--- src/rtl/core/edc_pkg.sv ---
// edc_pkg: shared constants, reciprocals and payload types for the calendar converter
`timescale 1ns / 1ps
`default_nettype none

package edc_pkg;

  // Register stages from input to result, both datapaths together
  localparam int NUM_STAGES = 13;

  // 44 eras of seconds, enough to lift any 40-bit input above zero.
  // An era is a multiple of seven days, so weekday and era phase are kept.
  localparam logic [40:0] SEC_OFFSET  = 41'd555402355200;
  localparam logic [23:0] EPOCH_SHIFT = 24'd719468;
  localparam logic [17:0] DAYS_PER_ERA = 18'd146097;
  localparam logic [17:0] LAST_DOE    = 18'd146096;
  // year - 1900 = 400 * (era - 44) + yoe + jan_feb - 1900
  localparam logic [15:0] YEAR_BIAS   = 16'd19500;

  // 86400 = 128 * 675; the odd part goes through a reciprocal
  localparam logic [10:0] SECS_ODD    = 11'd675;

  // Floor reciprocal for the day split, one correction step follows
  localparam logic [31:0] RCP_675   = 32'((64'd1 << 41) / 64'd675);
  // Ceiling reciprocals; each shift is wide enough to be exact over its range
  localparam logic [24:0] RCP_ERA   = 25'(((64'd1 << 42) + 64'd146096) / 64'd146097);
  localparam logic [18:0] RCP_1460  = 19'(((64'd1 << 29) + 64'd1459) / 64'd1460);
  localparam logic [18:0] RCP_36524 = 19'(((64'd1 << 34) + 64'd36523) / 64'd36524);
  localparam logic [18:0] RCP_365   = 19'(((64'd1 << 27) + 64'd364) / 64'd365);
  localparam logic [9:0]  RCP_100   = 10'(((64'd1 << 16) + 64'd99) / 64'd100);
  localparam logic [11:0] RCP_153   = 12'(((64'd1 << 19) + 64'd152) / 64'd153);
  localparam logic [17:0] RCP_3600  = 18'(((64'd1 << 29) + 64'd3599) / 64'd3600);
  localparam logic [12:0] RCP_60    = 13'(((64'd1 << 18) + 64'd59) / 64'd60);
  localparam logic [24:0] RCP_7     = 25'(((64'd1 << 27) + 64'd6) / 64'd7);

  typedef struct packed {
    logic [4:0] hour;
    logic [5:0] minute;
    logic [5:0] second;
    logic [2:0] weekday;
  } tod_t;

  typedef struct packed {
    logic signed [15:0] years_since_1900;
    logic [3:0]         month_index;
    logic [4:0]         day_of_month;
    logic [8:0]         day_in_year;
  } cal_t;

  // First day of each month in a March-based year
  function automatic logic [8:0] month_start(input logic [3:0] mp);
    logic [8:0] s;
    case (mp)
      4'd0:    s = 9'd0;
      4'd1:    s = 9'd31;
      4'd2:    s = 9'd61;
      4'd3:    s = 9'd92;
      4'd4:    s = 9'd122;
      4'd5:    s = 9'd153;
      4'd6:    s = 9'd184;
      4'd7:    s = 9'd214;
      4'd8:    s = 9'd245;
      4'd9:    s = 9'd275;
      4'd10:   s = 9'd306;
      4'd11:   s = 9'd337;
      default: s = 9'd0;
    endcase
    return s;
  endfunction

endpackage

`default_nettype wire

--- src/rtl/core/edc_if.sv ---
// edc_if: valid/ready channel interfaces for input seconds and calendar results
`timescale 1ns / 1ps
`default_nettype none

interface edc_in_if;
  logic               valid;
  logic               ready;
  logic signed [39:0] epoch_seconds;

  modport source (output valid, output epoch_seconds, input ready);
  modport sink   (input valid, input epoch_seconds, output ready);
endinterface

interface edc_out_if;
  logic               valid;
  logic               ready;
  logic signed [15:0] years_since_1900;
  logic [3:0]         month_index;
  logic [4:0]         day_of_month;
  logic [4:0]         hour_of_day;
  logic [5:0]         minute_of_hour;
  logic [5:0]         second_of_minute;
  logic [2:0]         weekday;
  logic [8:0]         day_in_year;

  modport source (output valid, output years_since_1900, output month_index,
                  output day_of_month, output hour_of_day, output minute_of_hour,
                  output second_of_minute, output weekday, output day_in_year,
                  input ready);
  modport sink   (input valid, input years_since_1900, input month_index,
                  input day_of_month, input hour_of_day, input minute_of_hour,
                  input second_of_minute, input weekday, input day_in_year,
                  output ready);
endinterface

`default_nettype wire

--- src/rtl/core/epoch_seconds_to_calendar.sv ---
// Path: each accepted input beat is registered through stages 0 to 12 into its result beat.
// Throughput: one beat per cycle while the receiver does not stall; the 13 register stages each hold one item.
// Backpressure: a stage loads whenever the sink is ready or it or a later stage is empty, so bubbles close up.
// Reset: synchronous, active low; clears only the stage valid bits, payload is not reset.
`timescale 1ns / 1ps
`default_nettype none

module epoch_seconds_to_calendar (
  input  logic       clk,
  input  logic       rst_n,
  edc_in_if.sink     in_ch,
  edc_out_if.source  out_ch
);
  import edc_pkg::*;

  logic [NUM_STAGES-1:0] stage_ld;

  // Handshake control: valid bits ride alongside the data stages
  edc_pipe_ctrl u_ctrl (
    .clk       (clk),
    .rst_n     (rst_n),
    .in_valid  (in_ch.valid),
    .in_ready  (in_ch.ready),
    .out_valid (out_ch.valid),
    .out_ready (out_ch.ready),
    .stage_ld  (stage_ld)
  );

  // ---------------------------------------------------------------------
  // Day split. The input is lifted by 44 whole eras of seconds so every
  // value is non-negative and the floor split becomes plain unsigned math.
  // 86400 = 128 * 675: the low 7 bits pass straight into the second of day,
  // the rest is divided by 675 with a reciprocal estimate that is at most
  // one short, fixed in the following stage.
  // ---------------------------------------------------------------------
  logic [40:0] u_r;                 // stage 0: lifted seconds
  logic [63:0] q_prod;
  logic [23:0] qe_r;                // stage 1: quotient estimate
  logic [10:0] vlo_r;
  logic [6:0]  slo_r;
  logic [10:0] qe_mul;
  logic [10:0] rem_est;
  logic        rem_fix;
  logic [9:0]  rem_odd;
  logic [23:0] days_r;              // stage 2: lifted day number
  logic [16:0] sod_r;               // stage 2: second of day

  assign q_prod  = 64'(u_r[40:9]) * 64'(RCP_675);
  // The true remainder is below 2 * 675, so 11 bits of the product are enough
  assign qe_mul  = 11'(qe_r[10:0] * SECS_ODD);
  assign rem_est = vlo_r - qe_mul;
  assign rem_fix = (rem_est >= SECS_ODD);
  assign rem_odd = rem_fix ? 10'(rem_est - SECS_ODD) : rem_est[9:0];

  always_ff @(posedge clk) begin
    if (stage_ld[0]) begin
      u_r <= 41'({in_ch.epoch_seconds[39], in_ch.epoch_seconds}) + SEC_OFFSET;
    end
    if (stage_ld[1]) begin
      qe_r  <= q_prod[62:39];
      vlo_r <= u_r[17:7];
      slo_r <= u_r[6:0];
    end
    if (stage_ld[2]) begin
      days_r <= qe_r + 24'(rem_fix);
      sod_r  <= {rem_odd, slo_r};
    end
  end

  // ---------------------------------------------------------------------
  // Time of day and weekday. The era offset is a multiple of a week, so
  // the weekday comes from the lifted day number directly (day 0 of the
  // epoch is a Thursday, hence the +4). Only the low 3 bits of n - 7q are
  // needed, and -7 is +1 modulo 8.
  // ---------------------------------------------------------------------
  logic [34:0] hr_prod;
  logic [4:0]  hr3_r;
  logic [16:0] sod3_r;
  logic [23:0] n7_r;
  logic [48:0] wd_prod;
  logic [11:0] rem4_r;              // seconds within the hour
  logic [4:0]  hr4_r;
  logic [2:0]  wd4_r;
  logic [24:0] mn_prod;
  logic [11:0] rem5_r;
  logic [5:0]  mn5_r;
  logic [4:0]  hr5_r;
  logic [2:0]  wd5_r;
  tod_t        tod6_nxt;
  tod_t        tod_r [6:NUM_STAGES-1];

  assign hr_prod = 35'(sod_r) * 35'(RCP_3600);
  assign wd_prod = 49'(n7_r) * 49'(RCP_7);
  assign mn_prod = 25'(rem4_r) * 25'(RCP_60);

  always_comb begin
    tod6_nxt.hour    = hr5_r;
    tod6_nxt.minute  = mn5_r;
    tod6_nxt.second  = 6'(rem5_r - 12'(12'(mn5_r) * 12'd60));
    tod6_nxt.weekday = wd5_r;
  end

  always_ff @(posedge clk) begin
    if (stage_ld[3]) begin
      hr3_r  <= hr_prod[33:29];
      sod3_r <= sod_r;
      n7_r   <= days_r + 24'd4;
    end
    if (stage_ld[4]) begin
      rem4_r <= 12'(sod3_r - 17'(17'(hr3_r) * 17'd3600));
      hr4_r  <= hr3_r;
      wd4_r  <= n7_r[2:0] + wd_prod[29:27];
    end
    if (stage_ld[5]) begin
      rem5_r <= rem4_r;
      mn5_r  <= mn_prod[23:18];
      hr5_r  <= hr4_r;
      wd5_r  <= wd4_r;
    end
    if (stage_ld[6]) begin
      tod_r[6] <= tod6_nxt;
    end
  end

  // Delay line so the time fields meet the date at the last stage
  genvar d;
  generate
    for (d = 7; d < NUM_STAGES; d++) begin : g_tod_dly
      always_ff @(posedge clk) begin
        if (stage_ld[d]) begin
          tod_r[d] <= tod_r[d-1];
        end
      end
    end
  endgenerate

  // ---------------------------------------------------------------------
  // Calendar date from the lifted day number, stages 3 to 12
  // ---------------------------------------------------------------------
  cal_t cal;

  edc_civil u_civil (
    .clk      (clk),
    .stage_ld (stage_ld),
    .days_i   (days_r),
    .cal_o    (cal)
  );

  // Result beat: both datapaths end in the same output register stage
  assign out_ch.years_since_1900 = cal.years_since_1900;
  assign out_ch.month_index      = cal.month_index;
  assign out_ch.day_of_month     = cal.day_of_month;
  assign out_ch.day_in_year      = cal.day_in_year;
  assign out_ch.hour_of_day      = tod_r[NUM_STAGES-1].hour;
  assign out_ch.minute_of_hour   = tod_r[NUM_STAGES-1].minute;
  assign out_ch.second_of_minute = tod_r[NUM_STAGES-1].second;
  assign out_ch.weekday          = tod_r[NUM_STAGES-1].weekday;

endmodule

`default_nettype wire

--- src/rtl/core/edc_pipe_ctrl.sv ---
// edc_pipe_ctrl: per-stage valid bits and load enables with bubble collapsing
`timescale 1ns / 1ps
`default_nettype none

module edc_pipe_ctrl (
  input  logic                            clk,
  input  logic                            rst_n,
  input  logic                            in_valid,
  output logic                            in_ready,
  output logic                            out_valid,
  input  logic                            out_ready,
  output logic [edc_pkg::NUM_STAGES-1:0]  stage_ld
);
  import edc_pkg::*;

  logic [NUM_STAGES-1:0] vld_r;
  logic [NUM_STAGES-1:0] rdy;

  // A stage may load when the sink takes a beat or any stage at or after it is empty
  genvar k;
  generate
    for (k = 0; k < NUM_STAGES; k++) begin : g_stage
      assign rdy[k] = out_ready || !(&vld_r[NUM_STAGES-1:k]);
      if (k == 0) begin : g_first
        always_ff @(posedge clk) begin
          if (!rst_n) begin
            vld_r[k] <= 1'b0;
          end else if (rdy[k]) begin
            vld_r[k] <= in_valid;
          end
        end
      end else begin : g_rest
        always_ff @(posedge clk) begin
          if (!rst_n) begin
            vld_r[k] <= 1'b0;
          end else if (rdy[k]) begin
            vld_r[k] <= vld_r[k-1];
          end
        end
      end
    end
  endgenerate

  assign stage_ld  = rdy;
  assign in_ready  = rdy[0];
  assign out_valid = vld_r[NUM_STAGES-1];

endmodule

`default_nettype wire

--- src/rtl/core/edc_civil.sv ---
// edc_civil: pipelined day number to year, month, day and day of year
`timescale 1ns / 1ps
`default_nettype none

module edc_civil (
  input  logic                            clk,
  input  logic [edc_pkg::NUM_STAGES-1:0]  stage_ld,
  input  logic [23:0]                     days_i,   // day number plus 44 eras
  output edc_pkg::cal_t                   cal_o
);
  import edc_pkg::*;

  // stage 3: shift to a March-based day count
  logic [23:0] z_r;
  // stage 4: era
  logic [48:0] era_prod;
  logic [6:0]  era4_r;
  logic [17:0] z4_r;
  // stage 5: day of era
  logic [17:0] doe5_r;
  logic [6:0]  era5_r;
  // stage 6: leap corrections
  logic [36:0] a_prod;
  logic [36:0] b_prod;
  logic [6:0]  a6_r;
  logic [2:0]  b6_r;
  logic        c6_r;
  logic [17:0] doe6_r;
  logic [6:0]  era6_r;
  // stage 7
  logic [17:0] t7_r;
  logic [17:0] doe7_r;
  logic [6:0]  era7_r;
  // stage 8: year of era
  logic [36:0] yoe_prod;
  logic [8:0]  yoe8_r;
  logic [17:0] doe8_r;
  logic [6:0]  era8_r;
  // stage 9
  logic [18:0] c100_prod;
  logic [1:0]  y100_9_r;
  logic [17:0] base9_r;
  logic [8:0]  yoe9_r;
  logic [17:0] doe9_r;
  logic [6:0]  era9_r;
  // stage 10: day of year, March based
  logic [8:0]  doy10_r;
  logic        leap10_r;
  logic [8:0]  yoe10_r;
  logic [6:0]  era10_r;
  logic [8:0]  ymod100;
  // stage 11: month
  logic [10:0] mp_num;
  logic [22:0] mp_prod;
  logic [3:0]  mp11_r;
  logic [8:0]  doy11_r;
  logic        leap11_r;
  logic [8:0]  yoe11_r;
  logic [6:0]  era11_r;
  // stage 12: results
  cal_t        cal_nxt;
  cal_t        cal_r;
  logic        jan_feb;

  assign era_prod  = 49'(z_r) * 49'(RCP_ERA);
  assign a_prod    = 37'(doe5_r) * 37'(RCP_1460);
  assign b_prod    = 37'(doe5_r) * 37'(RCP_36524);
  assign yoe_prod  = 37'(t7_r) * 37'(RCP_365);
  assign c100_prod = 19'(yoe8_r) * 19'(RCP_100);
  assign ymod100   = yoe9_r - 9'(9'(y100_9_r) * 9'd100);
  assign mp_num    = 11'(11'(doy10_r) * 11'd5 + 11'd2);
  assign mp_prod   = 23'(mp_num) * 23'(RCP_153);
  assign jan_feb   = (mp11_r >= 4'd10);

  always_comb begin
    cal_nxt.years_since_1900 = 16'(16'(era11_r) * 16'd400 + 16'(yoe11_r)
                                   + 16'(jan_feb) - YEAR_BIAS);
    cal_nxt.month_index      = jan_feb ? 4'(mp11_r - 4'd10) : 4'(mp11_r + 4'd2);
    cal_nxt.day_of_month     = 5'(doy11_r - month_start(mp11_r) + 9'd1);
    // March onward follows Jan and Feb of the same year; Jan/Feb trail March by 306
    cal_nxt.day_in_year      = jan_feb ? 9'(doy11_r - 9'd306)
                                       : 9'(doy11_r + 9'd59 + 9'(leap11_r));
  end

  always_ff @(posedge clk) begin
    if (stage_ld[3]) begin
      z_r <= 24'(days_i + EPOCH_SHIFT);
    end
    if (stage_ld[4]) begin
      era4_r <= era_prod[48:42];
      z4_r   <= z_r[17:0];
    end
    if (stage_ld[5]) begin
      doe5_r <= 18'(z4_r - 18'(18'(era4_r) * DAYS_PER_ERA));
      era5_r <= era4_r;
    end
    if (stage_ld[6]) begin
      a6_r   <= a_prod[35:29];
      b6_r   <= b_prod[36:34];
      c6_r   <= (doe5_r == LAST_DOE);
      doe6_r <= doe5_r;
      era6_r <= era5_r;
    end
    if (stage_ld[7]) begin
      t7_r   <= 18'(doe6_r - 18'(a6_r) + 18'(b6_r) - 18'(c6_r));
      doe7_r <= doe6_r;
      era7_r <= era6_r;
    end
    if (stage_ld[8]) begin
      yoe8_r <= yoe_prod[35:27];
      doe8_r <= doe7_r;
      era8_r <= era7_r;
    end
    if (stage_ld[9]) begin
      y100_9_r <= c100_prod[17:16];
      base9_r  <= 18'(18'(yoe8_r) * 18'd365 + 18'(yoe8_r[8:2]));
      yoe9_r   <= yoe8_r;
      doe9_r   <= doe8_r;
      era9_r   <= era8_r;
    end
    if (stage_ld[10]) begin
      doy10_r  <= 9'(doe9_r - base9_r + 18'(y100_9_r));
      leap10_r <= (yoe9_r[1:0] == 2'd0) && ((ymod100 != 9'd0) || (yoe9_r == 9'd0));
      yoe10_r  <= yoe9_r;
      era10_r  <= era9_r;
    end
    if (stage_ld[11]) begin
      mp11_r   <= mp_prod[22:19];
      doy11_r  <= doy10_r;
      leap11_r <= leap10_r;
      yoe11_r  <= yoe10_r;
      era11_r  <= era10_r;
    end
    if (stage_ld[12]) begin
      cal_r <= cal_nxt;
    end
  end

  assign cal_o = cal_r;

endmodule

`default_nettype wire

--- src/flat_wrapper.sv ---
// flat-port wrapper written by rule: the top's interface ports become plain ports
module epoch_seconds_to_calendar_flat import edc_pkg::*;
  (clk, rst_n, in_ch_valid, in_ch_epoch_seconds, in_ch_ready, out_ch_valid, out_ch_years_since_1900, out_ch_month_index, out_ch_day_of_month, out_ch_hour_of_day, out_ch_minute_of_hour, out_ch_second_of_minute, out_ch_weekday, out_ch_day_in_year, out_ch_ready);
  edc_in_if in_ch_i ();
  edc_out_if out_ch_i ();
  input  logic clk;
  input  logic rst_n;
  input wire logic [$bits(in_ch_i.valid)-1:0] in_ch_valid;
  input wire logic [$bits(in_ch_i.epoch_seconds)-1:0] in_ch_epoch_seconds;
  output wire logic [$bits(in_ch_i.ready)-1:0] in_ch_ready;
  output wire logic [$bits(out_ch_i.valid)-1:0] out_ch_valid;
  output wire logic [$bits(out_ch_i.years_since_1900)-1:0] out_ch_years_since_1900;
  output wire logic [$bits(out_ch_i.month_index)-1:0] out_ch_month_index;
  output wire logic [$bits(out_ch_i.day_of_month)-1:0] out_ch_day_of_month;
  output wire logic [$bits(out_ch_i.hour_of_day)-1:0] out_ch_hour_of_day;
  output wire logic [$bits(out_ch_i.minute_of_hour)-1:0] out_ch_minute_of_hour;
  output wire logic [$bits(out_ch_i.second_of_minute)-1:0] out_ch_second_of_minute;
  output wire logic [$bits(out_ch_i.weekday)-1:0] out_ch_weekday;
  output wire logic [$bits(out_ch_i.day_in_year)-1:0] out_ch_day_in_year;
  input wire logic [$bits(out_ch_i.ready)-1:0] out_ch_ready;
  assign in_ch_i.valid = in_ch_valid;
  assign in_ch_i.epoch_seconds = in_ch_epoch_seconds;
  assign in_ch_ready = in_ch_i.ready;
  assign out_ch_valid = out_ch_i.valid;
  assign out_ch_years_since_1900 = out_ch_i.years_since_1900;
  assign out_ch_month_index = out_ch_i.month_index;
  assign out_ch_day_of_month = out_ch_i.day_of_month;
  assign out_ch_hour_of_day = out_ch_i.hour_of_day;
  assign out_ch_minute_of_hour = out_ch_i.minute_of_hour;
  assign out_ch_second_of_minute = out_ch_i.second_of_minute;
  assign out_ch_weekday = out_ch_i.weekday;
  assign out_ch_day_in_year = out_ch_i.day_in_year;
  assign out_ch_i.ready = out_ch_ready;
  epoch_seconds_to_calendar u_core (.clk(clk), .rst_n(rst_n), .in_ch(in_ch_i), .out_ch(out_ch_i));
endmodule
--- config.mk ---
export PLATFORM = sky130hd
export DESIGN_NAME = epoch_seconds_to_calendar_flat
export DESIGN_NICKNAME = d
export VERILOG_FILES = /design/src/rtl/core/edc_pkg.sv /design/src/rtl/core/edc_if.sv /design/src/rtl/core/epoch_seconds_to_calendar.sv /design/src/rtl/core/edc_pipe_ctrl.sv /design/src/rtl/core/edc_civil.sv /design/src/flat_wrapper.sv
export SDC_FILE = /design/constraint.sdc
export NUM_CORES = 2
export LEC_CHECK = 0
export BUFFER_PORTS_ARGS = -buffer_cell sky130_fd_sc_hd__clkbuf_2
export CELL_PAD_IN_SITES_DETAIL_PLACEMENT = 2
export CELL_PAD_IN_SITES_GLOBAL_PLACEMENT = 2
export CORE_UTILIZATION = 50
export DETAILED_ROUTE_END_ITERATION = 8
export PLACE_DENSITY = 0.95
export SETUP_SLACK_MARGIN = 0.5
export SYNTH_ARGS = -nofsm -noshare
export SYNTH_HDL_FRONTEND = slang
export SYNTH_SLANG_ARGS = --single-unit
--- constraint.sdc ---
create_clock -name clk -period 10.8 [get_ports clk]
set_input_delay 1.08 -clock clk [delete_from_list [all_inputs] [get_ports clk]]
set_output_delay 1.08 -clock clk [all_outputs]
set_load 0.02 [all_outputs]
==> flow_summary.ini, run 1 <==
[global_route]
grt_start_max_net_pins = 63
first_global_vias = 89200
groute.usage.overall_pct = 71.4
grt_overflow = 1960
grt_pass1_wl_um = 820000

[synth]
synth_area_um2 = 79800
ys_seq_elements = 655
synth_nets = 9732
synth-main-ff-cell = edfxtp_1
synth_top_area_cell = ha_1
yosysSeqAreaShare_pct = 24.4
synth_edf_count = 637
yosysWarnings = 0
synth_top_area_share_pct = 27.6
synth_area_leaders = ha_1 (28%), fa_1 (27%), edfxtp_1 (24%)
synth_cells = 6845
yosysUniqueCellTypes = 74
async_flop_share_pct = 0
syn_area_per_cell_um2 = 11.7

[floorplan]
rows = 146
num_io_pins = 100
start_util_pct = 50.4
fp.dieW_um = 401
die_h_um = 401

[cts]
h-tree-depth = 3
numCtsBuffers = 82
post_cts_buffers = 0
ctsResizeCount = 0
root_buffer = clkbuf_16
ctsLongestPathBuffers = 3
clock-sinks = 655
holdBufCountCts = 0

[placed_design]
placed_cell_area_um2 = 82900
gp_congestion = 0.900
io_buffers = 99
dpl.hpwl_um = 297000
dp_slack_ps = 1820

[outcome]
status = stopped before the end
error_line = [ERROR GRT-0116] Global routing finished with congestion. Check the congestion regions in the DRC Viewer.
lastStage = global routing (5_1_grt)
==> synthesized netlist by cell type (all sizes together), types with 8 or more instances <==
library cell	n
inv	1881
a211oi	23
a31oi	10
fa	1082
clkbuf	16
nand2	112
and3	28
nand2b	25
o211ai	8
nor3	45
a2111oi	9
nor4	10
buf	21
a221oi	9
a21o	92
xnor2	242
nand3	68
xor2	96
edfxtp	637
o21bai	23
o21ai	108
nor2b	29
and2	11
a21oi	175
dfxtp	18
o21a	43
nand4	36
nor2	115
a21boi	9
ha	1761
==> per-stage QoR <==
stage	util, %	std cells
CTS	54.0	9155
detailed placement	52.3	9004
global placement	52.3	9004
floorplan	-	6845
==> cells by family after synthesis <==
kind of cell / share of synthesized area [%]
adders and majority gates: 54.8
buffers and inverters: 9.12
DFF: 24.4
AOI/OAI and AO/OA: 4.66
and+or+nand+nor: 3.18
xor gates and xnor gates: 3.72
muxes: 0.119
==> layer usage <==
layer  GRT usage [%]  overflow
met1            69.7        28
met2            93.2      1355
met3            51.6        33
met4            70.5       540
met5            27.1         4
==> run 2: changes to the inputs <==
- CELL_PAD_IN_SITES_DETAIL_PLACEMENT: 2 -> not set
- CELL_PAD_IN_SITES_GLOBAL_PLACEMENT: 2 -> not set
- CORE_UTILIZATION: 50 -> 40
- PLACE_DENSITY: 0.95 -> not set
- PLACE_DENSITY_LB_ADDON: not set -> 0.15
- SETUP_SLACK_MARGIN: 0.5 -> not set
==> run 2 against run 1 <==
  * The run now ends clean
  * Synthesized area unchanged
  * Synthesized cell count unchanged
==> flow_summary.ini, run 2 <==
[outcome]
status = finished clean

[run]
cap_viol_max_count = 0

[finish]
nets = 9899
drive_above_1_share_pct = 3.96
largest_reg_flops = 140
regMostFlops = u_core.tod_r
layout_commonest_cell = inv_1
layout_common_cells = inv_1 (1,874), ha_1 (1,761), fa_1 (1,082)
area_growth_pct = 8.18

[sta]
rsz0062_at_grt = no
setup_tns_ps = 0
fmax_mhz = 127
hold_violations = 0
period_needed_ps = 7860
finalMaxSlewViolations = 0
finalCritPeriodShare_pct = 72.8
finalSetupViolCount = 0
timing.slew.headroom_pct = 27.6
tightest_slew_ps = 1080
clock_skew_ps = 49.3

[cts]
h-tree-depth = 3
numCtsBuffers = 78
clock-sinks = 655
ctsLongestPathBuffers = 3
cts.clk_slew.worst_paths_ps = 60
ctsResizeCount = 0
holdBufCountCts = 0
post_cts_buffers = 0
cts_tree = yes
root_buffer = clkbuf_16
worstSkewPairLatency_ps = 700

[synth]
yosys-top-cells-count = inv_1 (1,881), ha_1 (1,761), fa_1 (1,082)
synth_top_area_share_pct = 27.6
ys_seq_elements = 655
synth_cells = 6845
synth_nets = 9732
synth-main-ff-cell = edfxtp_1
yosysSeqAreaShare_pct = 24.4
yosysUniqueCellTypes = 74
synth_area_um2 = 79800
yosysWarnings = 0
syn_area_per_cell_um2 = 11.7
synth_top_area_cell = ha_1
synth.most_common_cell = inv_1
synth_area_leaders = ha_1 (28%), fa_1 (27%), edfxtp_1 (24%)
synth_edf_count = 637
async_flop_share_pct = 0

[global_route]
first_global_vias = 50700
grt_overflow = 0
grt_start_max_net_pins = 58
grt_pass1_wl_um = 281000
groute.usage.overall_pct = 17.9
antenna_found_initial = 2

[worst_setup_path]
cp_max_fo = 11
crit_type = reg2reg
critical_path.startpoint_type = flip-flop
cp.required_ps = 11240
end_kind = flip-flop
worst_ep_arrival_time_ps = 8310

[floorplan]
fp.dieW_um = 449
rows = 163
start_util_pct = 40.3
die_h_um = 449
num_io_pins = 100
core-area_um2 = 198000
fp.dieArea_um2 = 201000

[drt]
route.vias.total = 46200
wl_per_cell_um = 17.9
drc = 0
wl_um = 174000
via_per_inst = 4.76
drtIter0Drc = 1884
ant_nets = 0
drt_pass1_iterations = 7

[placed_design]
gp_congestion = 0.888
dpl.hpwl_um = 147000
io_buffers = 99

[min_path]
hold_class = reg2reg
## run 2: cell counts after synthesis
Identical to the previous run, type by type.
## run 2: layer usage
layer	up-vias	part of all wire, %	GRT usage [%]
li1	22500	-	-
met1	22900	46	23.9
met2	635	48	30.2
met3	221	3.6	2.61
met4	0	2.8	4.81
met5	-	0	0
## run 2: area by class of cell
| type | count | area [um^2] |
|---|---|---|
| diodes | 1 | 2.50 |
| fillers | 18600 | 112000 |
| well taps | 2640 | 3300 |
| flip-flops and latches | 655 | 19500 |
| clock buffers | 89 | 2000 |
| clock inverters | 56 | 729 |
| inverters | 1882 | 7060 |
| repair buffers | 124 | 683 |
| multi-input cells | 4271 | 53000 |
## run 2: final timing paths
kind                                             end                 start  cells after the start  slack (ps)
worst min-delay path            u_core.tod_r[0][157]  u_core.tod_r[0][137]                      0         380
worst min register to register  u_core.tod_r[0][157]  u_core.tod_r[0][137]                      0         380
worst max register to register       u_core.qe_r[17]        u_core.u_r[13]                     23        2940
worst max-delay path                 u_core.qe_r[17]        u_core.u_r[13]                     23        2940
## run 2: critical path: stages (launching register included)
cell and delay, ps:
edfxtp_1 690, fa_1 530, ha_1 280, inv_1 50
fa_1 540, inv_1 60, fa_1 450, ha_1 330
fa_1 550, inv_1 60, fa_1 520, inv_1 50
fa_1 470, ha_1 370, a21oi_1 180, o21a_1 180
nand4_1 100, o31ai_1 760, nand3_1 140, a21boi_0 410
o21a_1 260, o41ai_1 140, a2111o_1 390, a21boi_0 130
## run 2: cell families (layout without fill, tap and decap cells)
kind of cell | Yosys count | count (layout) | synth area share, %
muxes | 8 | 8 | 0.119
DFF | 655 | 655 | 24.4
and+or+nand+nor | 511 | 511 | 3.18
buffers and inverters | 1919 | 2151 | 9.12
AOI/OAI and AO/OA | 571 | 571 | 4.66
other | 0 | 1 | 0
adders and majority gates | 2843 | 2843 | 54.8
xor gates and xnor gates | 338 | 338 | 3.72
## run 2: through the flow
step	setup WS, ps	instance area, um^2	hold slack (ps)	std cells	util (%)
2_1_floorplan	3620	79800	400	6845	-
3_3_place_gp	3070	83600	401	9572	42.2
3_5_place_dp	2950	83600	405	9572	42.2
4_1_cts	2940	86300	376	9717	43.6
5_1_grt	2250	86300	392	9718	43.6
6_report	2940	86300	379	9718	43.6
Power of run 2 is left out: the tool's default activity adds up to more than one toggle a clock period on the data nets, which glitch-free logic cannot reach.
